### config.mk
export PLATFORM = sky130hd
export DESIGN_NAME = unique_key_list_table_flat
export DESIGN_NICKNAME = d
export VERILOG_FILES = /design/src/hdl/ukl_pkg.sv /design/src/hdl/ukl_if.sv /design/src/hdl/ukl_ram.sv /design/src/hdl/ukl_ctrl.sv /design/src/hdl/unique_key_list_table.sv /design/src/flat_wrapper.sv
export SDC_FILE = /design/constraint.sdc
export NUM_CORES = 1
export LEC_CHECK = 0
export BUFFER_PORTS_ARGS = -buffer_cell sky130_fd_sc_hd__buf_2
export CAP_MARGIN = 25
export CORE_MARGIN = 10
export CORE_UTILIZATION = 49
export CTS_CLUSTER_SIZE = 24
export DETAILED_ROUTE_END_ITERATION = 8
export PLACE_DENSITY = 0.7
export SLEW_MARGIN = 10
export SYNTH_ARGS = -nofsm -noshare
export SYNTH_HDL_FRONTEND = slang
export SYNTH_SLANG_ARGS = --single-unit
### constraint.sdc
create_clock -name clk -period 7.1 [get_ports clk]
set_clock_uncertainty 0.1 [all_clocks]
set_input_delay 2.13 -clock clk [delete_from_list [all_inputs] [get_ports clk]]
set_output_delay 2.13 -clock clk [all_outputs]
set_load 0.05 [all_outputs]
### src/hdl/ukl_pkg.sv
// Shared types, codes and default sizes for the unique key list table.
`timescale 1ns / 1ps

package ukl_pkg;

    localparam int CAPACITY_DEF  = 16;
    localparam int KEY_WIDTH_DEF = 32;

    localparam int OP_W     = 3;
    localparam int KEY_W    = 32;
    localparam int POS_W    = 4;
    localparam int STATUS_W = 2;
    localparam int COUNT_W  = 5;

    typedef enum logic [OP_W-1:0] {
        OP_ADD     = 3'd0,
        OP_DEL_KEY = 3'd1,
        OP_DEL_AT  = 3'd2,
        OP_READ_AT = 3'd3,
        OP_FIND    = 3'd4
    } op_t;

    typedef enum logic [STATUS_W-1:0] {
        ST_DONE    = 2'd0,
        ST_PRESENT = 2'd1,
        ST_MISSING = 2'd2,
        ST_FULL    = 2'd3
    } status_t;

    typedef struct packed {
        status_t            status;
        logic               found;
        logic [POS_W-1:0]   found_index;
        logic [KEY_W-1:0]   key_out;
        logic [COUNT_W-1:0] count;
    } res_t;

endpackage

### src/hdl/ukl_if.sv
// Request and response channel interfaces of the unique key list table.
`timescale 1ns / 1ps

interface ukl_req_if;
    logic                      valid;
    logic                      ready;
    logic [ukl_pkg::OP_W-1:0]  operation;
    logic [ukl_pkg::KEY_W-1:0] key;
    logic [ukl_pkg::POS_W-1:0] position;

    modport source (output valid, operation, key, position, input ready);
    modport sink (input valid, operation, key, position, output ready);
endinterface

interface ukl_rsp_if;
    logic                         valid;
    logic                         ready;
    logic [ukl_pkg::STATUS_W-1:0] status;
    logic                         found;
    logic [ukl_pkg::POS_W-1:0]    found_index;
    logic [ukl_pkg::KEY_W-1:0]    key_out;
    logic [ukl_pkg::COUNT_W-1:0]  count;

    modport source (output valid, status, found, found_index, key_out, count, input ready);
    modport sink (input valid, status, found, found_index, key_out, count, output ready);
endinterface

### src/hdl/ukl_ram.sv
// Key storage: one write port and one read port with registered read data.
`timescale 1ns / 1ps

module ukl_ram #(
    parameter int DEPTH = ukl_pkg::CAPACITY_DEF,
    parameter int WIDTH = ukl_pkg::KEY_WIDTH_DEF,
    localparam int AW   = $clog2(DEPTH)
) (
    input  logic             clk,
    input  logic             we,
    input  logic [AW-1:0]    waddr,
    input  logic [WIDTH-1:0] wdata,
    input  logic [AW-1:0]    raddr,
    output logic [WIDTH-1:0] rdata
);

    logic [WIDTH-1:0] mem [DEPTH];
    logic [WIDTH-1:0] rdata_reg;

    always_ff @(posedge clk)
    begin
        if (we)
        begin
            mem[waddr] <= wdata;
        end
        rdata_reg <= mem[raddr];
    end

    assign rdata = rdata_reg;

endmodule

### src/hdl/ukl_ctrl.sv
// Sequencer that scans, reads and compacts the key storage for each request.
`timescale 1ns / 1ps

module ukl_ctrl #(
    parameter int CAPACITY  = ukl_pkg::CAPACITY_DEF,
    parameter int KEY_WIDTH = ukl_pkg::KEY_WIDTH_DEF,
    localparam int IW       = $clog2(CAPACITY),
    localparam int CW       = $clog2(CAPACITY + 1)
) (
    input  logic                 clk,
    input  logic                 rst_n,
    ukl_req_if.sink              req,
    output logic                 res_valid,
    input  logic                 res_ready,
    output ukl_pkg::res_t        res,
    output logic                 mem_we,
    output logic [IW-1:0]        mem_waddr,
    output logic [KEY_WIDTH-1:0] mem_wdata,
    output logic [IW-1:0]        mem_raddr,
    input  logic [KEY_WIDTH-1:0] mem_rdata
);

    localparam int KEEP = (KEY_WIDTH < ukl_pkg::KEY_W) ? KEY_WIDTH : ukl_pkg::KEY_W;
    localparam int PW   = (CW > ukl_pkg::POS_W) ? CW : ukl_pkg::POS_W;

    typedef enum logic [4:0] {
        S_IDLE  = 5'b00001,
        S_SCAN  = 5'b00010,
        S_FETCH = 5'b00100,
        S_SHIFT = 5'b01000,
        S_DONE  = 5'b10000
    } state_t;

    state_t                     state_reg, state_next;
    logic [CW-1:0]              count_reg, count_next;
    ukl_pkg::op_t               op_reg, op_next;
    logic [KEY_WIDTH-1:0]       key_reg, key_next;
    logic [IW-1:0]              ptr_reg, ptr_next;
    ukl_pkg::status_t           status_reg, status_next;
    logic                       found_reg, found_next;
    logic [IW-1:0]              idx_reg, idx_next;
    logic [ukl_pkg::KEY_W-1:0]  kout_reg, kout_next;

    logic [KEY_WIDTH-1:0]       key_in;
    logic [CW-1:0]              ptr_ext, ptr_inc1, ptr_inc2;
    logic                       pos_ok;

    assign key_in   = KEY_WIDTH'(req.key[KEEP-1:0]);
    assign ptr_ext  = CW'(ptr_reg);
    assign ptr_inc1 = ptr_ext + CW'(1);
    assign ptr_inc2 = ptr_ext + CW'(2);
    assign pos_ok   = PW'(req.position) < PW'(count_reg);

    always_comb
    begin
        state_next  = state_reg;
        count_next  = count_reg;
        op_next     = op_reg;
        key_next    = key_reg;
        ptr_next    = ptr_reg;
        status_next = status_reg;
        found_next  = found_reg;
        idx_next    = idx_reg;
        kout_next   = kout_reg;
        req.ready   = 1'b0;
        res_valid   = 1'b0;
        mem_we      = 1'b0;
        mem_waddr   = ptr_reg;
        mem_wdata   = mem_rdata;
        // The entry after the current pointer is fetched by default; a removal
        // that starts in this cycle needs exactly that entry next.
        mem_raddr   = ptr_inc1[IW-1:0];

        case (state_reg)
            S_IDLE:
            begin
                req.ready = 1'b1;
                if (req.valid)
                begin
                    op_next     = ukl_pkg::op_t'(req.operation);
                    key_next    = key_in;
                    status_next = ukl_pkg::ST_MISSING;
                    found_next  = 1'b0;
                    idx_next    = '0;
                    kout_next   = '0;
                    state_next  = S_DONE;
                    case (ukl_pkg::op_t'(req.operation))
                        ukl_pkg::OP_ADD, ukl_pkg::OP_DEL_KEY, ukl_pkg::OP_FIND:
                        begin
                            if (count_reg == '0)
                            begin
                                if (ukl_pkg::op_t'(req.operation) == ukl_pkg::OP_ADD)
                                begin
                                    mem_we      = 1'b1;
                                    mem_waddr   = '0;
                                    mem_wdata   = key_in;
                                    count_next  = CW'(1);
                                    status_next = ukl_pkg::ST_DONE;
                                end
                            end
                            else
                            begin
                                mem_raddr  = '0;
                                ptr_next   = '0;
                                state_next = S_SCAN;
                            end
                        end
                        ukl_pkg::OP_DEL_AT, ukl_pkg::OP_READ_AT:
                        begin
                            if (pos_ok)
                            begin
                                mem_raddr  = IW'(req.position);
                                ptr_next   = IW'(req.position);
                                state_next = S_FETCH;
                            end
                        end
                        default:
                        begin
                            state_next = S_DONE;
                        end
                    endcase
                end
            end

            S_SCAN:
            begin
                if (mem_rdata == key_reg)
                begin
                    found_next = 1'b1;
                    idx_next   = ptr_reg;
                    kout_next  = ukl_pkg::KEY_W'(mem_rdata[KEEP-1:0]);
                    state_next = S_DONE;
                    if (op_reg == ukl_pkg::OP_ADD)
                    begin
                        status_next = ukl_pkg::ST_PRESENT;
                    end
                    else
                    begin
                        status_next = ukl_pkg::ST_DONE;
                        if (op_reg == ukl_pkg::OP_DEL_KEY)
                        begin
                            if (ptr_inc1 < count_reg)
                            begin
                                state_next = S_SHIFT;
                            end
                            else
                            begin
                                count_next = count_reg - CW'(1);
                            end
                        end
                    end
                end
                else if (ptr_inc1 < count_reg)
                begin
                    ptr_next = ptr_inc1[IW-1:0];
                end
                else
                begin
                    state_next = S_DONE;
                    if (op_reg == ukl_pkg::OP_ADD)
                    begin
                        if (count_reg == CW'(CAPACITY))
                        begin
                            status_next = ukl_pkg::ST_FULL;
                        end
                        else
                        begin
                            mem_we      = 1'b1;
                            mem_waddr   = count_reg[IW-1:0];
                            mem_wdata   = key_reg;
                            count_next  = count_reg + CW'(1);
                            status_next = ukl_pkg::ST_DONE;
                        end
                    end
                end
            end

            S_FETCH:
            begin
                found_next  = 1'b1;
                idx_next    = ptr_reg;
                kout_next   = ukl_pkg::KEY_W'(mem_rdata[KEEP-1:0]);
                status_next = ukl_pkg::ST_DONE;
                state_next  = S_DONE;
                if (op_reg == ukl_pkg::OP_DEL_AT)
                begin
                    if (ptr_inc1 < count_reg)
                    begin
                        state_next = S_SHIFT;
                    end
                    else
                    begin
                        count_next = count_reg - CW'(1);
                    end
                end
            end

            S_SHIFT:
            begin
                // The read data holds the entry one above the write pointer.
                mem_we    = 1'b1;
                mem_waddr = ptr_reg;
                mem_wdata = mem_rdata;
                if (ptr_inc2 < count_reg)
                begin
                    mem_raddr = ptr_inc2[IW-1:0];
                    ptr_next  = ptr_inc1[IW-1:0];
                end
                else
                begin
                    count_next = count_reg - CW'(1);
                    state_next = S_DONE;
                end
            end

            S_DONE:
            begin
                res_valid = 1'b1;
                if (res_ready)
                begin
                    state_next = S_IDLE;
                end
            end

            default:
            begin
                state_next = S_IDLE;
            end
        endcase
    end

    always_ff @(posedge clk or negedge rst_n)
    begin
        if (!rst_n)
        begin
            state_reg <= S_IDLE;
            count_reg <= '0;
        end
        else
        begin
            state_reg <= state_next;
            count_reg <= count_next;
        end
    end

    always_ff @(posedge clk)
    begin
        op_reg     <= op_next;
        key_reg    <= key_next;
        ptr_reg    <= ptr_next;
        status_reg <= status_next;
        found_reg  <= found_next;
        idx_reg    <= idx_next;
        kout_reg   <= kout_next;
    end

    assign res.status      = status_reg;
    assign res.found       = found_reg;
    assign res.found_index = ukl_pkg::POS_W'(idx_reg);
    assign res.key_out     = kout_reg;
    assign res.count       = ukl_pkg::COUNT_W'(count_reg);

endmodule

### src/hdl/unique_key_list_table.sv
// Read at index goes through the fetch and done states to the response register; add,
// find and delete by key scan one entry per cycle; a delete moves each later entry down.
// One request is handled at a time; a new one is taken only while the sequencer is idle.
// A finished response waits in its own register while the next request is taken.
// Reset clears the entry count and the sequencer; the key storage itself is not cleared.
`timescale 1ns / 1ps

module unique_key_list_table #(
    parameter int CAPACITY  = ukl_pkg::CAPACITY_DEF,
    parameter int KEY_WIDTH = ukl_pkg::KEY_WIDTH_DEF
) (
    input  logic     clk,
    input  logic     rst_n,
    ukl_req_if.sink  req,
    ukl_rsp_if.source rsp
);

    localparam int IW = $clog2(CAPACITY);

    logic                 res_valid;
    logic                 res_ready;
    ukl_pkg::res_t        res;
    logic                 mem_we;
    logic [IW-1:0]        mem_waddr;
    logic [KEY_WIDTH-1:0] mem_wdata;
    logic [IW-1:0]        mem_raddr;
    logic [KEY_WIDTH-1:0] mem_rdata;

    logic                 out_valid_reg, out_valid_next;
    ukl_pkg::res_t        out_data_reg;

    ukl_ctrl #(
        .CAPACITY  (CAPACITY),
        .KEY_WIDTH (KEY_WIDTH)
    ) u_ctrl (
        .clk       (clk),
        .rst_n     (rst_n),
        .req       (req),
        .res_valid (res_valid),
        .res_ready (res_ready),
        .res       (res),
        .mem_we    (mem_we),
        .mem_waddr (mem_waddr),
        .mem_wdata (mem_wdata),
        .mem_raddr (mem_raddr),
        .mem_rdata (mem_rdata)
    );

    ukl_ram #(
        .DEPTH (CAPACITY),
        .WIDTH (KEY_WIDTH)
    ) u_ram (
        .clk   (clk),
        .we    (mem_we),
        .waddr (mem_waddr),
        .wdata (mem_wdata),
        .raddr (mem_raddr),
        .rdata (mem_rdata)
    );

    // The response register takes a new result whenever it is empty or being drained.
    assign res_ready = !out_valid_reg || rsp.ready;

    always_comb
    begin
        out_valid_next = out_valid_reg;
        if (res_valid && res_ready)
        begin
            out_valid_next = 1'b1;
        end
        else if (rsp.ready)
        begin
            out_valid_next = 1'b0;
        end
    end

    always_ff @(posedge clk or negedge rst_n)
    begin
        if (!rst_n)
        begin
            out_valid_reg <= 1'b0;
        end
        else
        begin
            out_valid_reg <= out_valid_next;
        end
    end

    always_ff @(posedge clk)
    begin
        if (res_valid && res_ready)
        begin
            out_data_reg <= res;
        end
    end

    assign rsp.valid       = out_valid_reg;
    assign rsp.status      = out_data_reg.status;
    assign rsp.found       = out_data_reg.found;
    assign rsp.found_index = out_data_reg.found_index;
    assign rsp.key_out     = out_data_reg.key_out;
    assign rsp.count       = out_data_reg.count;

endmodule

### src/flat_wrapper.sv
// flat-port wrapper written by rule: the top's interface ports become plain ports
module unique_key_list_table_flat 
#(
    parameter int CAPACITY  = ukl_pkg::CAPACITY_DEF,
    parameter int KEY_WIDTH = ukl_pkg::KEY_WIDTH_DEF
)
  (clk, rst_n, req_valid, req_operation, req_key, req_position, req_ready, rsp_valid, rsp_status, rsp_found, rsp_found_index, rsp_key_out, rsp_count, rsp_ready);
  ukl_req_if req_i ();
  ukl_rsp_if rsp_i ();
  input  logic clk;
  input  logic rst_n;
  input wire logic [$bits(req_i.valid)-1:0] req_valid;
  input wire logic [$bits(req_i.operation)-1:0] req_operation;
  input wire logic [$bits(req_i.key)-1:0] req_key;
  input wire logic [$bits(req_i.position)-1:0] req_position;
  output wire logic [$bits(req_i.ready)-1:0] req_ready;
  output wire logic [$bits(rsp_i.valid)-1:0] rsp_valid;
  output wire logic [$bits(rsp_i.status)-1:0] rsp_status;
  output wire logic [$bits(rsp_i.found)-1:0] rsp_found;
  output wire logic [$bits(rsp_i.found_index)-1:0] rsp_found_index;
  output wire logic [$bits(rsp_i.key_out)-1:0] rsp_key_out;
  output wire logic [$bits(rsp_i.count)-1:0] rsp_count;
  input wire logic [$bits(rsp_i.ready)-1:0] rsp_ready;
  assign req_i.valid = req_valid;
  assign req_i.operation = req_operation;
  assign req_i.key = req_key;
  assign req_i.position = req_position;
  assign req_ready = req_i.ready;
  assign rsp_valid = rsp_i.valid;
  assign rsp_status = rsp_i.status;
  assign rsp_found = rsp_i.found;
  assign rsp_found_index = rsp_i.found_index;
  assign rsp_key_out = rsp_i.key_out;
  assign rsp_count = rsp_i.count;
  assign rsp_i.ready = rsp_ready;
  unique_key_list_table #(.CAPACITY(CAPACITY), .KEY_WIDTH(KEY_WIDTH)) u_core (.clk(clk), .rst_n(rst_n), .req(req_i), .rsp(rsp_i));
endmodule
After elaboration in Yosys (flattened, before gate mapping):

Memories as Yosys holds them, arrays and structs flattened. A register that Yosys moved wholly into a read port is not among the register bits.
Cells that the tools add are included.

* register bits after elaboration: 133
* bits in writable memories: 512
* bits of input ports: 43
* memories: 1

Memories
* u_core.u_ram.mem: depth 16, bits a word 32, read ports 1, clocked after Yosys merged registers in 1, write ports 1, line ukl_ram.sv:17 `logic [WIDTH-1:0] mem [DEPTH];`

* add/subtract/negate cells: 4
* order comparisons: 3
* eq/ne operators: 32
* multiplexer cells: 93
* reductions and logical operators: 18

Operator list (count)
* two-way mux 32 bit: 10
* two-way mux 5 bit: 24
* case mux 32 bit (3 select lines): 1
* two-way mux 4 bit: 20
* case mux 32 bit (2 select lines): 1
* == test 32 bit: 1
* case mux 4 bit (2 select lines): 4
* case mux 5 bit (5 select lines): 1
* case mux 4 bit (3 select lines): 2
* inequality test 3 bit (second input constant): 7
* case mux 5 bit (4 select lines): 1
* inequality test 2 bit (second input constant): 9
* two-way mux 1 bit: 17
* two-way mux 2 bit: 8
* AND reduction 12 bit: 1
* == test 5 bit (second input constant): 2
* less-than comparator 5 bit: 2
* case mux 5 bit (2 select lines): 1
* == test 3 x 2 -> 1 bit (second input constant): 3
* AND reduction 4 bit: 2
* AND reduction 8 bit: 1
* == test 3 x 1 -> 1 bit (second input constant): 2
* zero test 3 bit: 2
* case mux 1 bit (3 select lines): 2
* 24 further kinds: 26

Depth between registers and ports, before layout:

* depth in word-level cells: 8
* depth in mapped cells: 13

Modules after synthesis:

From an unflattened synthesis, not the netlist that was laid out.

* cell total of the unflattened synthesis: 1358
* area total of the unflattened synthesis: 26242.7 µm²

By module, submodules not included
* ukl_ram: instances 1, cells an instance 838, area each 19835.3 µm², seq. area each 16015.4 µm²
* ukl_ctrl: instances 1, cells an instance 472, area each 5032.3 µm², seq. area each 2593.7 µm²
* unique_key_list_table: instances 1, cells an instance 48, area each 1375.1 µm², seq. area each 1346.3 µm²

Worst setup path before layout:

Ideal clock, no wire load.

* kind: input port to flip-flop
* start: input req_operation[1]
* end: memory u_core.u_ram.mem[0][0] in the netlist's numbering (enable)
* library setup time: 461 ps
* data arrival time: 5290 ps
* setup slack: 1249 ps
* cell stages on the path: 6
* path buffers: 1
* cells stage by stage: and2b_1 > nand2_1 > nor2_1 > clkbuf_1 > o31ai_1 > nor3_1

* cells in the longest elaborated chain, start to end: 8
* elaborated cells on any way between the ends: 16
* those cells by class: 2 x eq/ne; 12 x mux; 2 x reduce/logical

RTL lines
* start, declared: line flat_wrapper.sv:13 `input wire logic [$bits(req_i.operation)-1:0] req_operation;`
* zero test 3 bit: line ukl_ctrl.sv:87, ukl_ctrl.sv:92
* two-way mux 1 bit: line ukl_ctrl.sv:92 `if (ukl_pkg::op_t'(req.operation) == ukl_pkg::OP_ADD)`
* two-way mux 1 bit: line ukl_ctrl.sv:90 `if (count_reg == '0)`
* two-way mux 1 bit: line ukl_ctrl.sv:87 `case (ukl_pkg::op_t'(req.operation))`
* two-way mux 1 bit: line ukl_ctrl.sv:78 `if (req.valid)`
* case mux 1 bit (3 select lines): line ukl_ctrl.sv:74 `case (state_reg)`
* two-way mux 1 bit: line ukl_ram.sv:22 `if (we)`
* two-way mux 1 bit (not written as such): line ukl_ram.sv:24 `mem[waddr] <= wdata;`
* end, declared: line ukl_ram.sv:17

Several ways; a longest one is shown, not always the timed one.

Worst setup path in the final report:

* start: register u_core.u_ctrl.ptr_reg[0]
* end: memory u_core.u_ram.mem[13][12] in the netlist's numbering (enable)

* cells in the longest elaborated chain, start to end: 7
* elaborated cells on any way between the ends: 16
* those cells by class: 1 x add/sub; 1 x order compare; 14 x mux

RTL lines
* start, declared: line ukl_ctrl.sv:38 `logic [IW-1:0] ptr_reg, ptr_next;`
* start signal, assigned: line ukl_ctrl.sv:250 `ptr_reg <= ptr_next;`
* adder 4 x 1 -> 5 bit: line ukl_ctrl.sv:50 `assign ptr_inc1 = ptr_ext + CW'(1);`
* less-than comparator 5 bit: line ukl_ctrl.sv:153 `else if (ptr_inc1 < count_reg)`
* two-way mux 1 bit: line ukl_ctrl.sv:153
* two-way mux 1 bit: line ukl_ctrl.sv:127 `if (mem_rdata == key_reg)`
* case mux 1 bit (3 select lines): line ukl_ctrl.sv:74
* two-way mux 1 bit: line ukl_ram.sv:22
* two-way mux 1 bit (not written as such): line ukl_ram.sv:24

Several ways; a longest one is shown, not always the timed one.

==> run_results.csv <==
group,metric,value,unit
setup_path,r2r_cells,13,
drt,drcViolationCount,0,
setup_path,worstSetupPathType,"reg2reg",
hold_path,hold_class,"reg2reg",
setup_path,cp-end-kind,"register",
cts,cts_hold_buffers,0,
cells_and_area,top_register,"u_core.u_ram.mem",
floorplan,start_util,0.495,
cells_and_area,stdcell_area,30200,µm²
cts,path_clk_slew,60,ps
hold_path,whs_endpoint,"u_core.rsp.found_index[0]$_DFFE_PP_",
floorplan,floorplan.core_area,53900,µm²
timing,hold_violations,0,
power_and_ir_drop,p_leak,10.3,nW
timing,fin_setup_tns,0,ps
setup_path,rr_startpoint,"u_core.u_ctrl.ptr_reg[0]$_DFFE_PP_",
setup_path,critPathArrivalTime,5500,ps
placed_design,hpwl,38900,µm
cts,post_cts_buffers,0,
placed_design,post-place-ws,1360,ps
grt,grt_pass1_vias,15400,
cts,root_buffer,"clkbuf_16",
cells_and_area,fillers,4090,
drt,via_count,15600,
grt,grt_max_degree,68,
cts,cts_tree,"yes",
setup_path,crit_path_max_incr_delay,760,ps
cts,h-tree-depth,2,
timing,drv_slew,0,
yosys,synth_fa_ha_area_frac,0.00749,
drt,ant_nets,0,
timing,finalCritPeriodShare,0.747,
floorplan,die_area,64300,µm²
job,maxCapViolCount,0,
placed_design,io_buffer_count,88,
yosys,synth_mux_area_frac,0.0517,
yosys,synth_xor_xnor_area_share,0.0118,
yosys,ys_warn_count,0,
yosys,netlist_area,26700,µm²
yosys,synth_top_family_by_area,"simple AND/OR/NAND/NOR gates",
drt,viasPerCell,6.03,
cts,clock-sinks,677,
timing,worst_pin_slew,1010,ps
yosys,synth_ff_type,"edfxtp_1",
hold_path,hold_path_depth,0,
status,status,"finished, final reports clean",
floorplan,die_w,254,µm
yosys,ys_ff_latch,677,
setup_path,crit_required,7300,ps
grt,antenna_found_initial,0,
drt,wl,65700,µm
floorplan,core.rowCount,85,
setup_path,critPathLaunchType,"register",
floorplan,die_y,254,µm
placed_design,dpl_cell_area,28200,µm²
yosys,synth_compound_area_frac,0.0725,
hold_path,hp-start,"u_core.u_ctrl.idx_reg[0]$_SDFFCE_PP0P_",
cells_and_area,final_util,0.560,
setup_path,rrSetupSlack,1800,ps
timing,fin_crit,5300,ps
yosys,syn-num-nets,1789,
setup_path,worst-path-max-fanout,43,
floorplan,pin_count,89,
cts,cts_resized,0,
placed_design,routabilityCongestion,0.870,
power_and_ir_drop,vdd_drop_max,0.000390,V
timing,finalSetupViolCount,0,
cells_and_area,area_growth_syn_to_layout,13.0,%
setup_path,cpMaxStageDelayCell,"nor2_4",
drt,first_iter_violations,1579,
cells_and_area,final_net_count,1893,
cells_and_area,drive_gt1_frac,0.147,
cts,ctsLongestPathBuffers,3,
timing,worst_slack,1800,ps
timing,slew_headroom,0.318,
drt,post_drt_wl_per_cell,25.4,µm
yosys,syn_inst,1730,
setup_path,r2r-end,"u_core.u_ram.mem[13][12]$_DFFE_PP_",
cells_and_area,n_antenna_cell,0,
drt,drt-pass1-iter-count,5,
yosys,synthSimpleGateAreaFrac,0.0929,
yosys,ys_seq_area_frac,0.747,
timing,rsz0062_at_grt,"no",
timing,max_freq,189,MHz
yosys,avgSynthCellArea,15.4,µm²
setup_path,path_cells,"ha_1 -> xor2_1 -> ha_1 -> nor2_1 -> a21oi_1 -> a31o_2 -> nand2_1 -> nor4_4 -> buf_4 -> a22o_1 -> nand2_1 -> nor2_4 -> buf_4",
cells_and_area,largest_reg_flops,512,
power_and_ir_drop,powerDensity,475,nW/µm²
yosys,async_flop_share,0.0162,
cts,clock_latency,630,ps
yosys,synth.distinct_cells,72,
grt,grt_pass1_wl,97800,µm
yosys,synth_edf_count,634,
grt,grt_util_all_layers,0.204,
grt,gr-total-overflow,0,
timing,whs,317,ps
cts,cts_buffers,61,
==> cell usage after synthesis (13+ instances only) <==
master      n  area, µm²
edfxtp_1  634      19000
xor2_1     34        298
a32oi_1   125       1090
nand2_1   329       1230
mux2i_1   128       1280
buf_2      48        240
and4_1     34        298
ha_1       16        200
clkbuf_1   33        124
inv_1      13       48.8
o21ai_0    13       65.1
nor2_1     39        146
and2_1     38        238
nor3_1     18       90.1
a22oi_1    33        248
dfxtp_1    32        641
==> layer usage <==
metal / vias up / share of wire / global-route usage / routed length, µm
met5: - / 0 / 0 / 0
met4: 0 / 0.036 / 0.0864 / 2390
met3: 136 / 0.084 / 0.0375 / 5510
met2: 714 / 0.48 / 0.335 / 31800
met1: 7791 / 0.40 / 0.263 / 26000
li1: 6923 / - / - / -
==> layout make-up <==
type	count	area, µm²	area share
multi-input cells	952	6530	0.216
repair buffers	129	783	0.0259
flip-flops and latches	677	20000	0.661
well taps	696	871	0.0288
inverters	13	48.8	0.00162
clock inverters	44	425	0.0141
clock buffers	71	1590	0.0525
==> layout by cell type, fill, tap and decap left out, types with 9 or more instances in the layout <==
cell,netlist,layout
clkinv_1,0,13
clkbuf_1,33,9
nand2_1,329,329
and2_1,38,37
nand3_1,10,10
clkbuf_16,0,62
clkinv_2,0,11
nor2_4,0,10
inv_1,13,13
xor2_1,34,34
a32oi_1,125,125
nor2_1,39,28
o21ai_0,13,13
a22oi_1,33,33
buf_2,48,89
and4_1,34,34
dfxtp_1,32,32
edfxtp_1,634,634
ha_1,16,16
dfrtp_1,10,10
buf_4,1,37
nor3_2,6,10
a21oi_1,12,12
nor4_1,12,11
mux2i_1,128,128
==> kinds of logic (layout without fill, tap and decap cells) <==
| logic type | Yosys count | in the layout |
|---|---|---|
| muxes | 137 | 137 |
| xor gates and xnor gates | 36 | 36 |
| DFF | 677 | 677 |
| and+or+nand+nor | 525 | 525 |
| AOI/OAI and AO/OA | 238 | 238 |
| buffers and inverters | 101 | 257 |
| adders and majority gates | 16 | 16 |
==> critical path: cells and delay by family (launching register included) <==
kind | cells | cell delay, ps
buffers and inverters | 2 | 960
XOR/XNOR | 1 | 420
AO/OA/AOI/OAI | 3 | 750
flip-flops | 1 | 590
AND/OR/NAND/NOR | 5 | 1580
adder cells (fa/ha/maj) | 2 | 520
==> power breakdown <==
group / leakage, nW / internal (W) / switching, W
Clock: 0.962 / 0.00186 / 0.00142
Combinational: 3.17 / 0.00172 / 0.00369
Sequential: 6.13 / 0.00531 / 0.000331
Total: 10.3 / 0.00889 / 0.00544
==> through the flow <==
| step | power (W) | cells |
|---|---|---|
| 2_1_floorplan | 0.00930 | 1730 |
| 3_3_place_gp | 0.0109 | 2465 |
| 3_5_place_dp | 0.0111 | 2466 |
| 4_1_cts | 0.0143 | 2581 |
| 5_1_grt | 0.0150 | 2582 |
| 6_report | 0.0143 | 2582 |
==> worst max-delay path by stage <==
| stage | to | from | depth (start not counted) | slack, ps |
|---|---|---|---|---|
| finish | u_core.u_ram.mem[13][12]$_DFFE_PP_ | u_core.u_ctrl.ptr_reg[0]$_DFFE_PP_ | 13 | 1800 |
| global route | u_core.u_ram.mem[13][14]$_DFFE_PP_ | u_core.u_ctrl.ptr_reg[0]$_DFFE_PP_ | 13 | 1580 |
| CTS | u_core.u_ram.mem[13][14]$_DFFE_PP_ | u_core.u_ctrl.ptr_reg[0]$_DFFE_PP_ | 13 | 1760 |
| detailed placement | u_core.u_ram.rdata[20]$_DFF_P_ | req_position[2] | 11 | 1360 |
| global placement | u_core.u_ram.rdata[10]$_DFF_P_ | req_position[2] | 11 | 1520 |
| floorplan | u_core.u_ram.mem[0][0]$_DFFE_PP_ | req_operation[1] | 6 | 1250 |
(Power assumes the default switching activity.)
